--- config.mk ---
export PLATFORM = sky130hd
export DESIGN_NAME = plle_ram
export DESIGN_NICKNAME = d
export VERILOG_FILES = /design/src/sv/pooled_linked_list_engine_defines.svh /design/src/sv/plle_ram.sv
export SDC_FILE = /design/constraint.sdc
export NUM_CORES = 1
export LEC_CHECK = 0
export BUFFER_PORTS_ARGS = -buffer_cell sky130_fd_sc_hd__buf_2
export CAP_MARGIN = 20
export CORE_ASPECT_RATIO = 0.8
export CORE_MARGIN = 8
export CORE_UTILIZATION = 47
export CTS_CLUSTER_DIAMETER = 150
export DETAILED_ROUTE_END_ITERATION = 8
export PLACE_DENSITY_LB_ADDON = 0.12
export SLEW_MARGIN = 20
export SYNTH_ARGS = -nofsm -noshare
export SYNTH_HDL_FRONTEND = slang
export SYNTH_SLANG_ARGS = --single-unit
--- constraint.sdc ---
create_clock -name clk -period 6.22 [get_ports clk]
set_input_delay 1.244 -clock clk [delete_from_list [all_inputs] [get_ports clk]]
set_output_delay 1.244 -clock clk [all_outputs]
set_load 0.01 [all_outputs]
--- src/sv/pooled_linked_list_engine_defines.svh ---
// assertion macros for the pooled linked list engine
// used by the top level only, needs a clk and an arst_n in scope
`ifndef POOLED_LINKED_LIST_ENGINE_DEFINES_SVH
`define POOLED_LINKED_LIST_ENGINE_DEFINES_SVH
`ifndef SYNTH
`define PLLE_ASSERT(lbl, prop, msg) \
	lbl: assert property (@(posedge clk) disable iff (!arst_n) prop) else $error(msg);
`define PLLE_NEVER(lbl, expr, msg) \
	lbl: assert property (@(posedge clk) disable iff (!arst_n) !(expr)) else $error(msg);
`else
`define PLLE_ASSERT(lbl, prop, msg)
`define PLLE_NEVER(lbl, expr, msg)
`endif
`endif

--- src/sv/plle_ram.sv ---
// generic one write, one read port ram with registered read data
// no dependencies
module plle_ram #(
	parameter int WIDTH = 8,
	parameter int DEPTH = 128
) (
	input  logic                     clk,
	input  logic                     we,
	input  logic [$clog2(DEPTH)-1:0] waddr,
	input  logic [WIDTH-1:0]         wdata,
	input  logic [$clog2(DEPTH)-1:0] raddr,
	output logic [WIDTH-1:0]         rdata
);
	logic [WIDTH-1:0] mem [DEPTH];

	always_ff @(posedge clk) begin
		if (we) begin
			mem[waddr] <= wdata;
		end
		rdata <= mem[raddr];
	end
endmodule

[After elaboration in Yosys (flattened, before gate mapping)]
Memories as Yosys holds them, arrays and structs flattened. A register that Yosys moved wholly into a read port is not among the register bits.
Cells that the tools add are included.
Word-level totals
  logic and storage cells: 3
  bits in latches: 0
  memories kept: 1
  bits in read-only memories: 0
  flip-flop bits (word level): 0
  output and inout bits: 8
  bits of input ports: 24
  RAM bits: 1024
Memories
  mem: words 128, width 8, rd ports 1, clocked after Yosys merged registers in 1, wr ports 1, line plle_ram.sv:14  | logic [WIDTH-1:0] mem [DEPTH];
Operators by class
  magnitude comparators: 0
  mux-type cells: 2
  bitwise gates (word level): 0
  multiply operators: 0
  divide/modulo/power cells: 0
  shift operators: 0
  reduce and logical (&&, ||, !) cells: 0
  $add $sub $neg: 0
  eq/ne operators: 0
Operators by type and width (number)
  $mux 1: 2

[Depth between registers and ports, before layout]
  word-level depth: 2
  depth in mapped cells: 7
  depth with buffers taken out: 4

[Worst setup path after synthesis]
No wires, ideal clock.
  path type: input -> register
  start: input raddr[0]
  end: register rdata[0] (read register of mem)
  data required time: 6.099 ns
  library setup time: 0.121 ns
  buffers on the path: 2
  slack: 2.472 ns
  stages on the path: 6
  arrival time: 3.627 ns
  cell sequence: clkbuf_1 -> buf_1 -> mux4_2 -> mux4_2 -> mux4_2 -> mux2_2
RTL lines
  from (decl): line plle_ram.sv:11  | input logic [$clog2(DEPTH)-1:0] raddr,
  to (decl): line plle_ram.sv:12  | output logic [WIDTH-1:0] rdata

==> results.env <==
STATUS='completed'
WORST_CLOCK_SKEW_NS=0.01985
GRT_RESOURCE_USAGE_TOTAL=0.2002
ROUTABILITYCONGESTION=0.7980
DIE_WIDTH_UM=340.8
SLEW_HEADROOM=0.2830
FP.DIEH_UM=275.8
IO_PINS=32
WORST_IR_DROP_VDD_mV=0.2252
CRIT_END='rdata[1]'
MULTI_INPUT_AREA_MM2=0.008389
SYNTHESIS.AREA_PER_INSTANCE_UM2=24.26
DRC=0
ITERATION_0_DRC_COUNT_OF_THE_DETAILED_ROUTER=1757
CTS_RESIZED=0
REGISTER_AREA_MM2=0.03091
GRT_SETUP_UNREPAIRED='false'
POSTCTSHOLDBUFS=0
WORST_SETUP_PATH_END_KIND='flip-flop'
ROUTE.ANTENNA.REMAINING_NETS=0
STARTPOINT='raddr[0]'
WIRE_PER_INST_UM=31.94
WORST_EP_REQUIRED_TIME_NS=6.76
CLOCK.FMAX_MHz=267.5
TOTALPOWERFINAL_mW=14.51
LAYOUT-DRIVE-GT1-SHARE=0.3158
WIRELENGTH_MM=93.46
WORSTREG2REGEND='rdata[5]'
GRT_ANTENNA_BEFORE_REPAIR=8
VIAS_PER_CELL=6.096
STDCELL_COUNT=2926
LAYOUT_WORST_PATH_CYCLE_SHARE=0.6010
SYN-CELL-AREA_MM2=0.03967
LAYOUT_MIN_CYCLE_TIME_NS=3.738
FLOORPLAN.CORE_AREA_MM2=0.08380
WORST-SETUP-PATH-TYPE='in -> reg'
TRITONCTS='yes'
WORST_R2R_STARTPOINT='mem[87][5]'
FINAL_COMMON_CELL='sky130_fd_sc_hd__edfxtp_1'
OVERFLOW=0
STARTPOINT_TYPE='input pin'
FIN_WS_NS=2.482
DETAILED_PLACE.AREA_MM2=0.04129
FIN_TNS_SETUP_NS=0
CELL_DEPTH_OF_THE_WORST_FLOP_TO_FLOP_PATH=4
STDCELL_AREA_MM2=0.04461
FF2FF_SETUP_SLACK_NS=3.79
MAXCAP_VIOLATIONS=0
HPWLAFTERDP_MM=56.97
CTS.PATH.MAX_BUFFERS=3
MAXIMUM_NUMBER_OF_PINS_ON_ONE_NET_BEFORE_GLOBAL_ROUTE_REPAIR=101
CTS_BUFFERS=99
NUM_VIAS=17836
LAYOUT.CELLS.MOST_COMMON_LIST='sky130_fd_sc_hd__edfxtp_1, sky130_fd_sc_hd__mux4_2, sky130_fd_sc_hd__nor2_1, sky130_fd_sc_hd__clkbuf_16, sky130_fd_sc_hd__buf_4'
CRITICAL_PATH_ARRIVAL_NS=4.28
SYNTH_UNIQUE_CELLS=17
GRT_PASS1_WL_MM=134.7
SYNTH_FP_NETS=1659
DP_CELLS=2735
SYNTHESIS.INSTANCES=1635
POSTSYNTHREGISTERBITS=1032
FINAL_MAX_SLEW_VIOL_COUNT=0
CLOCK_LATENCY_LATE_SINK_NS=0.66
TIGHTEST_SLEW_NS=1.075
INITIAL_CORE_UTIL=0.4733
VIA_COUNT_OF_THE_FIRST_GLOBAL_ROUTING_PASS=18105
CTS-HTREE-LEVELS=3
CLOCKROOTBUFFER='sky130_fd_sc_hd__clkbuf_16'
FINAL_CORE_UTIL=0.5324
FINAL-SETUP-VIOL-COUNT=0
CLOCK_SINK_COUNT=1032
POST_CTS_SETUP_BUFS=0
FLOW.AREA_GROWTH_FROM_SYNTHESIS_PCT=12.47
FINAL.FILL_COUNT=6392
FINAL_NETS=1745
P_LEAK_nW=13.57
YOSYSWARNINGCOUNT=0
IO_BUFFER_COUNT=31
PRE_CTS_SLACK_NS=1.739
HOLD_SLACK_NS=1.031
DIE_AREA_MM2=0.09400
TYPE_OF_THE_TIGHTEST_MIN_DELAY_CHECK='in -> reg'
TIMING.FINAL.HOLD_VIOLATIONS=0
POWER.DENSITY_CELL_AREA_mW_PER_MM2=325.3
CLKSLEWWORSTSETUPHOLDPATHS_NS=0.06
NUM_ROWS=95
CRITICAL_PATH.MAX_FANOUT=52
DRT-PASS1-ITER-COUNT=5
SYNTH_SEQUENTIAL_AREA_RATIO=0.7793
==> metal layers <==
layer / GRT usage / routed length [um] / share of wire / vias to the layer above
li1: - / - / - / 7227
met1: 0.3097 / 42790 / 0.46 / 9861
met2: 0.3001 / 42600 / 0.46 / 616
met3: 0.03629 / 6267 / 0.067 / 130
met4: 0.04203 / 1785 / 0.019 / 2
met5: 0 / 13 / 0.00014 / -
==> state kept, by name, summed over array words and instances (netlist names) <==
| name | count |
|---|---|
| mem | 1024 |
| rdata | 8 |
==> kinds of logic after synthesis <==
kind of cell,count (synthesis),synth area share
buffers and inverters,89,0.01013
flip-flops,1032,0.7793
multiplexers,344,0.1930
AND/OR/NAND/NOR,170,0.01757
==> cell type report <==
class                           count  area share
Clock inverter                     58     0.01537
Antenna cell                        6   0.0003365
Multi-Input combinational cell    514      0.1880
Tap cell                         1115     0.03127
Sequential cell                  1032      0.6928
Timing Repair Buffer               74     0.01335
Clock buffer                      127     0.05878
==> Yosys cell counts (all sizes together) <==
master / n / area [um^2]
nor3: 9 / 45.04
or3: 1 / 6.260
edfxtp: 1024 / 30750
mux2: 8 / 90.09
nand3: 12 / 60.06
nand2: 14 / 52.55
buf: 45 / 236.5
nor2b: 7 / 43.79
dfxtp: 8 / 160.2
mux4: 336 / 7567
nor2: 122 / 457.9
clkbuf: 44 / 165.2
nand4: 3 / 18.77
nand2b: 2 / 12.51
==> worst min path at each step <==
| stage | start | endpoint | depth (start not counted) |
|---|---|---|---|
| after floorplan | mem[36][0] | rdata[0] | 4 |
| after global placement | mem[62][0] | rdata[0] | 4 |
| after CTS | wdata[0] | mem[77][0] | 1 |
| after detailed placement | mem[18][6] | rdata[6] | 4 |
| final | wdata[0] | mem[77][0] | 1 |
| after global routing | wdata[0] | mem[77][0] | 1 |
==> report_power, final <==
part | internal (mW) | switching, mW
Sequential | 7.68 | 0.0205
Combinational | 0.283 | 0.431
Clock | 3.54 | 2.56
==> critical path: stages <==
cell and delay, ns:
sky130_fd_sc_hd__buf_8 0.48, sky130_fd_sc_hd__buf_12 0.40, sky130_fd_sc_hd__mux4_2 0.63, sky130_fd_sc_hd__mux4_2 0.57
sky130_fd_sc_hd__mux4_2 0.55, sky130_fd_sc_hd__mux2_2 0.28
(Power assumes the default switching activity.)
